$ cat config.mk
export PLATFORM = sky130hd
export DESIGN_NAME = task_ready_and_delay_scheduler_core
export DESIGN_NICKNAME = d
export VERILOG_FILES = /design/src/rtl/trds_pkg.sv /design/src/rtl/trds_ram.sv /design/src/rtl/trds_head.sv /design/src/rtl/task_ready_and_delay_scheduler_core.sv
export SDC_FILE = /design/constraint.sdc
export NUM_CORES = 1
export LEC_CHECK = 0
export ABC_CLOCK_PERIOD_IN_PS = 5200
export BUFFER_PORTS_ARGS = -buffer_cell sky130_fd_sc_hd__buf_2
export CAP_MARGIN = 10
export CELL_PAD_IN_SITES_DETAIL_PLACEMENT = 1
export CELL_PAD_IN_SITES_GLOBAL_PLACEMENT = 1
export CORE_UTILIZATION = 40
export CTS_CLUSTER_SIZE = 14
export DETAILED_ROUTE_END_ITERATION = 16
export PLACE_DENSITY = 0.74
export SYNTH_ARGS = -nofsm -noshare
export SYNTH_HDL_FRONTEND = slang
export SYNTH_SLANG_ARGS = --single-unit
$ cat constraint.sdc
create_clock -name i_clk -period 5.2 [get_ports i_clk]
set_input_delay 1.04 -clock i_clk [delete_from_list [all_inputs] [get_ports i_clk]]
set_output_delay 1.04 -clock i_clk [all_outputs]
set_load 0.03 [all_outputs]
$ cat src/rtl/trds_pkg.sv
`timescale 1ns / 1ps
// trds_pkg: shared types and codes for the task ready and delay scheduler
// no dependencies

package trds_pkg;

    localparam int KIND_W   = 2;
    localparam int PRIO_W   = 8;
    localparam int DELAY_W  = 15;
    localparam int TICK_W   = 16;
    localparam int ID_W     = 4;
    localparam int STATUS_W = 2;

    localparam logic [KIND_W-1:0] KIND_CREATE = 2'd0;
    localparam logic [KIND_W-1:0] KIND_DELAY  = 2'd1;
    localparam logic [KIND_W-1:0] KIND_TICK   = 2'd2;

    localparam logic [STATUS_W-1:0] ST_OK       = 2'd0;
    localparam logic [STATUS_W-1:0] ST_FULL     = 2'd1;
    localparam logic [STATUS_W-1:0] ST_NO_READY = 2'd2;

    typedef struct packed {
        logic clear;
        logic en;
    } t_scan_ctl;

endpackage

$ cat src/rtl/trds_ram.sv
`timescale 1ns / 1ps
// trds_ram: generic single write port, single read port ram with registered read
// no dependencies

module trds_ram #(
    parameter int WIDTH = 8,
    parameter int DEPTH = 16
) (
    input  logic                             i_clk,
    input  logic                             i_we,
    input  logic [$clog2(DEPTH)-1:0]         i_waddr,
    input  logic [WIDTH-1:0]                 i_wdata,
    input  logic [$clog2(DEPTH)-1:0]         i_raddr,
    output logic [WIDTH-1:0]                 o_rdata
);

    logic [WIDTH-1:0] r_mem [DEPTH];

    always_ff @(posedge i_clk) begin
        if (i_we) begin
            r_mem[i_waddr] <= i_wdata;
        end
        o_rdata <= r_mem[i_raddr];
    end

endmodule

$ cat src/rtl/trds_head.sv
`timescale 1ns / 1ps
// trds_head: shared priority compare unit, tracks the most urgent ready task over a scan
// depends on trds_pkg

module trds_head #(
    parameter int IW = 4
) (
    input  logic                      i_clk,
    input  logic                      i_rst_n,
    input  trds_pkg::t_scan_ctl       i_ctl,
    input  logic [IW-1:0]             i_idx,
    input  logic [trds_pkg::PRIO_W-1:0] i_prio,
    output logic                      o_found,
    output logic [IW-1:0]             o_best_idx
);
    import trds_pkg::*;

    logic              r_found;
    logic [IW-1:0]     r_best_idx;
    logic [PRIO_W-1:0] r_best_prio;
    logic              w_take;

    // strict compare keeps the lower id on a tie
    assign w_take = i_ctl.en && (!r_found || (i_prio < r_best_prio));

    always_ff @(posedge i_clk) begin
        if (!i_rst_n) begin
            r_found <= 1'b0;
        end else if (i_ctl.clear) begin
            r_found <= 1'b0;
        end else if (w_take) begin
            r_found <= 1'b1;
        end
    end

    always_ff @(posedge i_clk) begin
        if (!i_ctl.clear && w_take) begin
            r_best_idx  <= i_idx;
            r_best_prio <= i_prio;
        end
    end

    assign o_found    = r_found;
    assign o_best_idx = r_best_idx;

endmodule

$ cat src/rtl/task_ready_and_delay_scheduler_core.sv
`timescale 1ns / 1ps
// task_ready_and_delay_scheduler_core: task table sequencer with ready and delayed sets
// depends on trds_pkg, trds_ram, trds_head
// create and other kinds run one head scan from start to o_done, tick a wake scan then a head scan,
// delay with a nonzero delay and a ready task a head scan, a move of the head and a rescan; one table
// entry is read per cycle, in the head scan through the shared compare unit, busy stays high until
// the result strobe; start is taken again in the o_done cycle, not while a transaction is in progress
// reset: synchronous active low, clears ready and delayed sets, task count and tick counter
// the receiver cannot stall, o_done is high for exactly one cycle per transaction

module task_ready_and_delay_scheduler_core #(
    parameter int MAX_TASKS = 16
) (
    input  logic                           i_clk,
    input  logic                           i_rst_n,
    input  logic                           start,
    input  logic [trds_pkg::KIND_W-1:0]    i_kind,
    input  logic [trds_pkg::PRIO_W-1:0]    i_task_priority,
    input  logic [trds_pkg::DELAY_W-1:0]   i_delay_ticks,
    output logic                           busy,
    output logic                           o_done,
    output logic                           o_ready_valid,
    output logic [trds_pkg::ID_W-1:0]      o_ready_head,
    output logic [trds_pkg::ID_W-1:0]      o_new_id,
    output logic [trds_pkg::STATUS_W-1:0]  o_status
);
    import trds_pkg::*;

    localparam int IW = $clog2(MAX_TASKS);
    localparam int CW = $clog2(MAX_TASKS + 1);
    localparam logic [CW-1:0] LAST = CW'(MAX_TASKS);

    typedef enum logic [1:0] {S_IDLE, S_WAKE, S_HEAD} t_state;

    t_state                r_state;
    logic                  r_dphase;
    logic [CW-1:0]         r_cnt;
    logic                  r_pv;
    logic [IW-1:0]         r_pidx;
    logic [MAX_TASKS-1:0]  r_ready;
    logic [MAX_TASKS-1:0]  r_delayed;
    logic [CW-1:0]         r_used;
    logic [TICK_W-1:0]     r_tick;
    logic [DELAY_W-1:0]    r_ticks;
    logic [ID_W-1:0]       r_new_id;
    logic [STATUS_W-1:0]   r_status;

    logic                  w_accept;
    logic                  w_scan_done;
    logic                  w_found;
    logic [IW-1:0]         w_best_idx;
    logic [PRIO_W-1:0]     w_prio_rd;
    logic [TICK_W-1:0]     w_wake_rd;
    logic [TICK_W-1:0]     w_diff;
    logic                  w_prio_we;
    logic                  w_wake_we;
    logic                  w_delay_move;
    t_scan_ctl             w_ctl;

    assign busy        = (r_state != S_IDLE);
    assign w_accept    = start && !busy;
    assign w_scan_done = (r_cnt == LAST) && !r_pv;
    assign w_diff      = r_tick - w_wake_rd;
    assign w_prio_we   = w_accept && (i_kind == KIND_CREATE) && (r_used < LAST);
    assign w_delay_move = (r_state == S_HEAD) && w_scan_done && r_dphase && w_found;
    assign w_wake_we   = w_delay_move;

    assign w_ctl.clear = w_accept || ((r_state == S_WAKE) && w_scan_done) || w_delay_move;
    assign w_ctl.en    = (r_state == S_HEAD) && r_pv && r_ready[r_pidx];

    trds_ram #(.WIDTH(PRIO_W), .DEPTH(MAX_TASKS)) u_prio_ram (
        .i_clk   (i_clk),
        .i_we    (w_prio_we),
        .i_waddr (r_used[IW-1:0]),
        .i_wdata (i_task_priority),
        .i_raddr (r_cnt[IW-1:0]),
        .o_rdata (w_prio_rd)
    );

    trds_ram #(.WIDTH(TICK_W), .DEPTH(MAX_TASKS)) u_wake_ram (
        .i_clk   (i_clk),
        .i_we    (w_wake_we),
        .i_waddr (w_best_idx),
        .i_wdata (r_tick + TICK_W'(r_ticks)),
        .i_raddr (r_cnt[IW-1:0]),
        .o_rdata (w_wake_rd)
    );

    trds_head #(.IW(IW)) u_head (
        .i_clk      (i_clk),
        .i_rst_n    (i_rst_n),
        .i_ctl      (w_ctl),
        .i_idx      (r_pidx),
        .i_prio     (w_prio_rd),
        .o_found    (w_found),
        .o_best_idx (w_best_idx)
    );

    always_ff @(posedge i_clk) begin
        if (!i_rst_n) begin
            r_state   <= S_IDLE;
            r_dphase  <= 1'b0;
            r_cnt     <= '0;
            r_pv      <= 1'b0;
            r_ready   <= '0;
            r_delayed <= '0;
            r_used    <= '0;
            r_tick    <= '0;
            o_done    <= 1'b0;
        end else begin
            o_done <= (r_state == S_HEAD) && w_scan_done && !w_delay_move;
            unique case (r_state)
                S_IDLE: begin
                    if (w_accept) begin
                        r_cnt    <= '0;
                        r_pv     <= 1'b0;
                        r_dphase <= (i_kind == KIND_DELAY) && (i_delay_ticks != '0);
                        r_new_id <= w_prio_we ? ID_W'(r_used) : '0;
                        r_status <= ((i_kind == KIND_CREATE) && !w_prio_we) ? ST_FULL : ST_OK;
                        r_ticks  <= i_delay_ticks;
                        r_state  <= (i_kind == KIND_TICK) ? S_WAKE : S_HEAD;
                        case (i_kind)
                            KIND_CREATE: begin
                                if (r_used < LAST) begin
                                    r_ready[r_used[IW-1:0]] <= 1'b1;
                                    r_used   <= r_used + 1'b1;
                                end
                            end
                            KIND_TICK: begin
                                r_tick  <= r_tick + 1'b1;
                            end
                            default: begin
                            end
                        endcase
                    end
                end
                S_WAKE: begin
                    if (r_cnt != LAST) begin
                        r_cnt  <= r_cnt + 1'b1;
                        r_pv   <= 1'b1;
                        r_pidx <= r_cnt[IW-1:0];
                    end else begin
                        r_pv <= 1'b0;
                    end
                    // wrap-safe due check
                    if (r_pv && r_delayed[r_pidx] && !w_diff[TICK_W-1]) begin
                        r_delayed[r_pidx] <= 1'b0;
                        r_ready[r_pidx]   <= 1'b1;
                    end
                    if (w_scan_done) begin
                        r_cnt   <= '0;
                        r_state <= S_HEAD;
                    end
                end
                S_HEAD: begin
                    if (r_cnt != LAST) begin
                        r_cnt  <= r_cnt + 1'b1;
                        r_pv   <= 1'b1;
                        r_pidx <= r_cnt[IW-1:0];
                    end else begin
                        r_pv <= 1'b0;
                    end
                    if (w_scan_done) begin
                        if (w_delay_move) begin
                            // move head to the delayed set and rescan
                            r_ready[w_best_idx]   <= 1'b0;
                            r_delayed[w_best_idx] <= 1'b1;
                            r_dphase              <= 1'b0;
                            r_cnt                 <= '0;
                        end else begin
                            o_ready_valid <= w_found;
                            o_ready_head  <= w_found ? ID_W'(w_best_idx) : '0;
                            o_new_id      <= r_new_id;
                            o_status      <= r_dphase ? ST_NO_READY : r_status;
                            r_dphase      <= 1'b0;
                            r_state       <= S_IDLE;
                        end
                    end
                end
                default: begin
                    r_state <= S_IDLE;
                end
            endcase
        end
    end

`ifndef SYNTHESIS
    a_sets_disjoint: assert property (@(posedge i_clk) disable iff (!i_rst_n)
        (r_ready & r_delayed) == '0)
        else $error("task both ready and delayed");

    a_done_from_head: assert property (@(posedge i_clk) disable iff (!i_rst_n)
        o_done |-> $past(r_state == S_HEAD))
        else $error("result strobe without head scan");

    a_accept_busy: assert property (@(posedge i_clk) disable iff (!i_rst_n)
        w_accept |=> busy)
        else $error("transaction accepted but block not busy");

    a_used_bound: assert property (@(posedge i_clk) disable iff (!i_rst_n)
        r_used <= LAST)
        else $error("task count beyond table size");

    a_full_no_id: assert property (@(posedge i_clk) disable iff (!i_rst_n)
        (o_done && (o_status == ST_FULL)) |-> (o_new_id == '0))
        else $error("full table reported a new id");
`endif

endmodule

# Yosys cells after proc, flatten, opt, wreduce, memory -nomap -nowiden
# Memory sizes are Yosys's and may differ from the RTL's. A register that Yosys moved wholly into a read port is not among the register bits.
# Index checks and enable logic that the tools add are counted.
word_totals:
  inputBits: 28
  mem_count: 2
  regBits: 112
  output_inout_bits: 13
  word_cells: 153
  ram_bits: 384
memory_table:
  columns: ["name", "words", "word_bits", "read_ports", "rd_ports_with_merged_regs", "wr", "line", "rtl"]
  rows:
  - ["u_wake_ram.r_mem", 16, 16, 1, 1, 1, "trds_ram.sv:17", "logic [WIDTH-1:0] r_mem [DEPTH];"]
  - ["u_prio_ram.r_mem", 16, 8, 1, 1, 1, "trds_ram.sv:17", null]
classes:
  addsub: 5
  n_bitwise: 9
  n_mux: 44
  eq_ne: 14
  reduce_logical: 51
  order_cmp: 8
ops:
  columns: ["cell", "count"]
  rows:
  - ["$mux 16", 9]
  - ["$or 16x16->16", 3]
  - ["$pmux 16 s3", 1]
  - ["$and 16x16->16", 2]
  - ["$not 16->16", 2]
  - ["$pmux 16 s2", 1]
  - ["$mux 5", 5]
  - ["$logic_and 1x1->1", 20]
  - ["$add 16x1->16 const B", 1]
  - ["$add 16x15->16", 1]
  - ["$reduce_and 4->1", 4]
  - ["$sub 16x16->16", 1]
  - ["$lt 4x5->1 const B", 3]
  - ["$pmux 5 s3", 1]
  - ["$reduce_bool 15->1", 1]
  - ["$mux 1", 14]
  - ["$ne 2x2->1 const B", 7]
  - ["$demux 1 s4", 3]
  - ["$ge 4x1->1 const B", 3]
  - ["$reduce_and 3->1", 4]
  - ["$add 5x1->5 const B", 2]
  - ["$mux 2", 5]
  - ["$bmux 1 s4", 2]
  - ["$lt 8x8->1", 1]
  - ["other kinds (17)", 35]

# Depth between registers and ports, before layout
logic_depth:
  depth_word: 9
  depth_mapped: 13
  depth_no_buf: 10

# Hierarchy
# A second synthesis with hierarchy kept.
unflattened:
  cells_unflattened: 1314
  hier_area_um2: 21511.9
by_module_without_submodules:
  columns: ["module", "seq_area_each_um2", "n_inst", "area_per_inst_um2", "cells_each"]
  rows:
  - ["trds_ram (u_wake_ram)", 8007.7, 1, 10042.1, 432]
  - ["task_ready_and_delay_scheduler_core", 2312.2, 1, 5740.5, 613]
  - ["trds_ram (u_prio_ram)", 4003.8, 1, 5147.4, 229]
  - ["trds_head", 380.4, 1, 581.8, 40]

# Worst setup path after synthesis
# No wires, ideal clock.
synth_path:
  path_kind: "reg-to-reg"
  from: "register r_cnt[1]"
  to: "memory u_wake_ram.r_mem[12][0] in the netlist's numbering, enable pin"
  stages_incl_launch_ff: 10
  n_path_buf: 4
  setup_time_ns: 0.430
  required_time_ns: 4.770
  t_arrival_ns: 3.619
  synth_period_minus_slack_ns: 4.050
  path_slack_ns: 1.150
  cell_sequence: "dfxtp_1 clkbuf_1 clkbuf_1 clkbuf_1 inv_1 ha_1 nand4bb_4 or4_1 clkbuf_1 nor4_1"
synth_between:
  elab_chain_len: 7
synth_rtl:
  columns: ["item", "line", "rtl"]
  rows:
  - ["start: declaration", "task_ready_and_delay_scheduler_core.sv:37", "logic [CW-1:0] r_cnt;"]
  - ["start signal: assignment", "task_ready_and_delay_scheduler_core.sv:139", "r_cnt <= r_cnt + 1'b1;"]
  - ["start signal: assignment", "task_ready_and_delay_scheduler_core.sv:157", "r_cnt <= r_cnt + 1'b1;"]
  - ["$eq 5x5->1", "task_ready_and_delay_scheduler_core.sv:62", "assign w_scan_done = (r_cnt == LAST) && !r_pv;"]
  - ["$logic_and 1x1->1", "task_ready_and_delay_scheduler_core.sv:62", null]
  - ["$logic_and 1x1->1 (3 in series)", "task_ready_and_delay_scheduler_core.sv:65", "assign w_delay_move = (r_state == S_HEAD) && w_scan_done && r_dphase && w_found;"]
  - ["$mux 1", "trds_ram.sv:20", "if (i_we) begin"]
  - ["$mux 1 (implied by the code)", "trds_ram.sv:21", "r_mem[i_waddr] <= i_wdata;"]
  - ["end: declaration", "trds_ram.sv:17", null]
# No other way between the ends.

# Worst setup path after layout
layout_path:
  from: "register r_state[0]"
  to: "register r_ready[6]"
layout_between:
  elab_chain_len: 6
  word_cells_on_any_way: 18
  classes_between: "eq/ne (8); mux (1); reduce/logical (9)"
layout_rtl:
  columns: ["item", "line", "rtl"]
  rows:
  - ["start: declaration", "task_ready_and_delay_scheduler_core.sv:35", "t_state r_state;"]
  - ["start signal: assignment", "task_ready_and_delay_scheduler_core.sv:121", "r_state <= (i_kind == KIND_TICK) ? S_WAKE : S_HEAD;"]
  - ["$eq 2x2->1", "task_ready_and_delay_scheduler_core.sv:65, task_ready_and_delay_scheduler_core.sv:112", null]
  - ["$logic_and 1x1->1 (3 in series)", "task_ready_and_delay_scheduler_core.sv:65", null]
  - ["$ne 2x2->1 (no line)", null, null]
  - ["$reduce_and 7->1 (no line)", null, null]
  - ["end signal: assignment", "task_ready_and_delay_scheduler_core.sv:105", "r_ready <= '0;"]
  - ["end signal: indexed assignment", "task_ready_and_delay_scheduler_core.sv:125", "r_ready[r_used[IW-1:0]] <= 1'b1;"]
  - ["end signal: indexed assignment", "task_ready_and_delay_scheduler_core.sv:148", "r_ready[r_pidx] <= 1'b1;"]
  - ["end: declaration", "task_ready_and_delay_scheduler_core.sv:40", "logic [MAX_TASKS-1:0] r_ready;"]
# Parallel ways exist; a longest one is shown, timed or not.
# A chain may end at the register's enable or synchronous reset.

==> reports/qor.txt <==
status - complete, no violations
initial antenna violation count - 1
crit path DAT - 4040 ps
Die Wd - 233 um
CTS Sinks - 519
post-synth top area share - 60.7%
# DRC - 0
RSZ-0062 raised after global routing - no
Syn Inst Count - 1245
Non-Filler Instances - 2037
drt pass-1 iters - 6
ys async rst share - 0%
critical path capture point type - flop
largest cells by area after synthesis - edfxtp_1 61%, mux4_2 14%, dfxtp_1 8.3%
period utilization - 68.1%
final setup fails - 0
max_slew headroom - 17.4%
placed cell area - 22400 um2
max incr delay on CP - 870 ps
critical path data required time - 5700 ps
all-layer global routing usage - 19.7%
IR drop worst, VDD - 0.226 mV
htree depth - 2
post-DP HPWL - 34.4 mm
power per cell area - 365 nW/um2
DR vias/cell - 5.80
gp weighted congestion - 0.856
clock skew - 19.2 ps
cell taking the most area after synthesis - edfxtp_1
crit path launch type - flop
vias in the first global route - 12500
hold_buf cts - 0
endpoints failing hold - 0
Post-synth top cells - 431 x edfxtp_1, 129 x mux4_2, 88 x dfxtp_1
Clock Latency Late Sink - 610 ps
slew at the pin with the worst max-slew slack - 1240 ps
Synth Cell Area - 21300 um2
fin nets - 1383
io pins - 41
Worst path slowest cell - or4_1
Sum Neg Setup Slack - 0 ps
Setup CP Type - reg -> reg
Yosys cell types - 67
initial core utilization - 40.5%
largest net degree at the start of global routing - 64
Syn. warnings - 0
flops & latches, synth - 519
worst-path maximum fanout - 20
Via Count - 11800
CTS tree - done
Root Driver - clkbuf_16
Post-Place Setup Slack - 1760 ps
number of enable flip-flop cells after synthesis - 431
CTS resizes - 0
WL per Instance - 25.9 um
Max Cap Viol - 0
Synth Area per Inst - 17.1 um2
Setup Fix Bufs, Post-CTS - 0
FMAX - 283 MHz
most frequent cell after synthesis - edfxtp_1
total gr overflow - 0
Total Die Area - 54300 um2
Slew Viols, Final - 0
clk buf depth - 3
Clk pin slew, worst setup/hold paths - 60 ps
Lkg Pwr - 7.67 nW
first-pass GRT wire length - 78.4 mm
register area share after synthesis - 68.9%
ratio of cells with drive above 1 in the final layout - 22.7%
Inst Count DP - 1940
Final Cell Area - 24000 um2
delay-heaviest family, CP - compound AO/OA/AOI/OAI gates
Routed Antenna Nets - 0
Die H - 233 um
hold crit path type - reg -> reg
DRT iter0 DRCs - 1166
top_reg_cell synth - edfxtp_1
core area - 52700 um2
Worst Setup Slack, final - 1660 ps
Area Overhead vs Synth - 12.7%
CTS Buf Count - 50
Mapped Nets - 1321
Rows - 84
worst path buffer plus inverter count - 3
crit-path cells - inv_1 -> ha_1 -> buf_4 -> inv_2 -> or4_1 -> a221o_1 -> a21oi_2 -> o21a_1 -> nand2_1 -> o31ai_1
WL final - 52.7 mm
min cycle time layout - 3540 ps
Power, Total - 8.78 mW
# port buffers - 40
per-layer routing:
| metal | up-vias | share of wire, % | global-route usage [%] |
|---|---|---|---|
| li1 | 5089 | - | - |
| met1 | 6208 | 43 | 26.8 |
| met2 | 420 | 48 | 31.6 |
| met3 | 97 | 5.9 | 3.66 |
| met4 | 2 | 3.0 | 7.01 |
| met5 | - | 0.021 | 0 |
report_power, final:
part           internal (mW)  switching [mW]  total [mW]
combinational          0.225           0.389       0.614
sequential              4.57          0.0655        4.64
clock                   1.97            1.56        3.52
total                   6.76            2.01        8.78
through the flow:
stage | hold slack, ps | util (%)
floorplan | 400 | -
global placement | 408 | 42.6
detailed placement | 415 | 42.6
CTS | 429 | 45.6
global route | 442 | 45.6
finish | 427 | 45.6
flip-flops by register name (all words and copies together), names as in the netlist, 4 cells and up:
register,cells
o_new_id,4
o_ready_head,4
r_cnt,5
r_delayed,16
r_new_id,4
r_pidx,4
r_ready,16
r_tick,16
r_ticks,15
r_used,5
u_head.o_best_idx,4
u_head.r_best_prio,8
u_prio_ram.o_rdata,8
u_prio_ram.r_mem,128
u_wake_ram.o_rdata,16
u_wake_ram.r_mem,256
placed cells by master, fill, tap and decap left out, types with 6 or more instances in the layout:
cell type	instances
dfxtp_1	85
nand2b_1	13
and2_1	14
a32oi_1	6
nor2_2	11
a211oi_1	13
or3_1	7
clkbuf_16	51
nor2b_1	16
buf_4	30
nand2_1	41
a32o_1	6
edfxtp_1	431
nand3_1	10
a21oi_1	37
a21o_1	9
xnor2_1	20
nor4_1	6
and3_1	9
nor3_1	20
a22oi_1	7
nor2_1	69
a31oi_1	9
clkbuf_1	19
nand4_1	9
mux4_2	129
inv_1	37
o21ai_0	24
o31ai_1	12
o311ai_0	8
buf_2	40
clkinv_2	7
xor2_1	10
ha_1	47
final cells by class:
type / count / area [um2]
Antenna cell: 1 / 2.50
Fill cell: 5004 / 28600
Clock buffer: 73 / 1390
Tap cell: 688 / 861
Timing Repair Buffer: 71 / 439
Sequential cell: 519 / 14700
Clock inverter: 20 / 183
Multi-Input combinational cell: 626 / 6300
Inverter: 39 / 146
cell families (layout without fill, tap and decap cells):
logic type / Yosys count / in the layout / share of synthesized area [%]
compound gates: 170 / 170 / 5.58
xor+xnor: 31 / 31 / 1.27
fa+ha+maj: 48 / 48 / 2.85
buf+inv: 100 / 203 / 1.85
flops: 519 / 519 / 68.9
mux: 134 / 134 / 13.9
other cells: 0 / 1 / 0
simple gates: 243 / 243 / 5.67
final timing paths:
path,startpoint,endpoint,slack [ps],cells past startpoint
setup / recovery,r_state[0],r_ready[6],1660,10
hold / removal,r_new_id[0],o_new_id[0],430,0
setup reg to reg,r_state[0],r_ready[6],1660,10
hold reg to reg,r_new_id[0],o_new_id[0],430,0
Note: power is estimated with default switching activity, not from simulation.
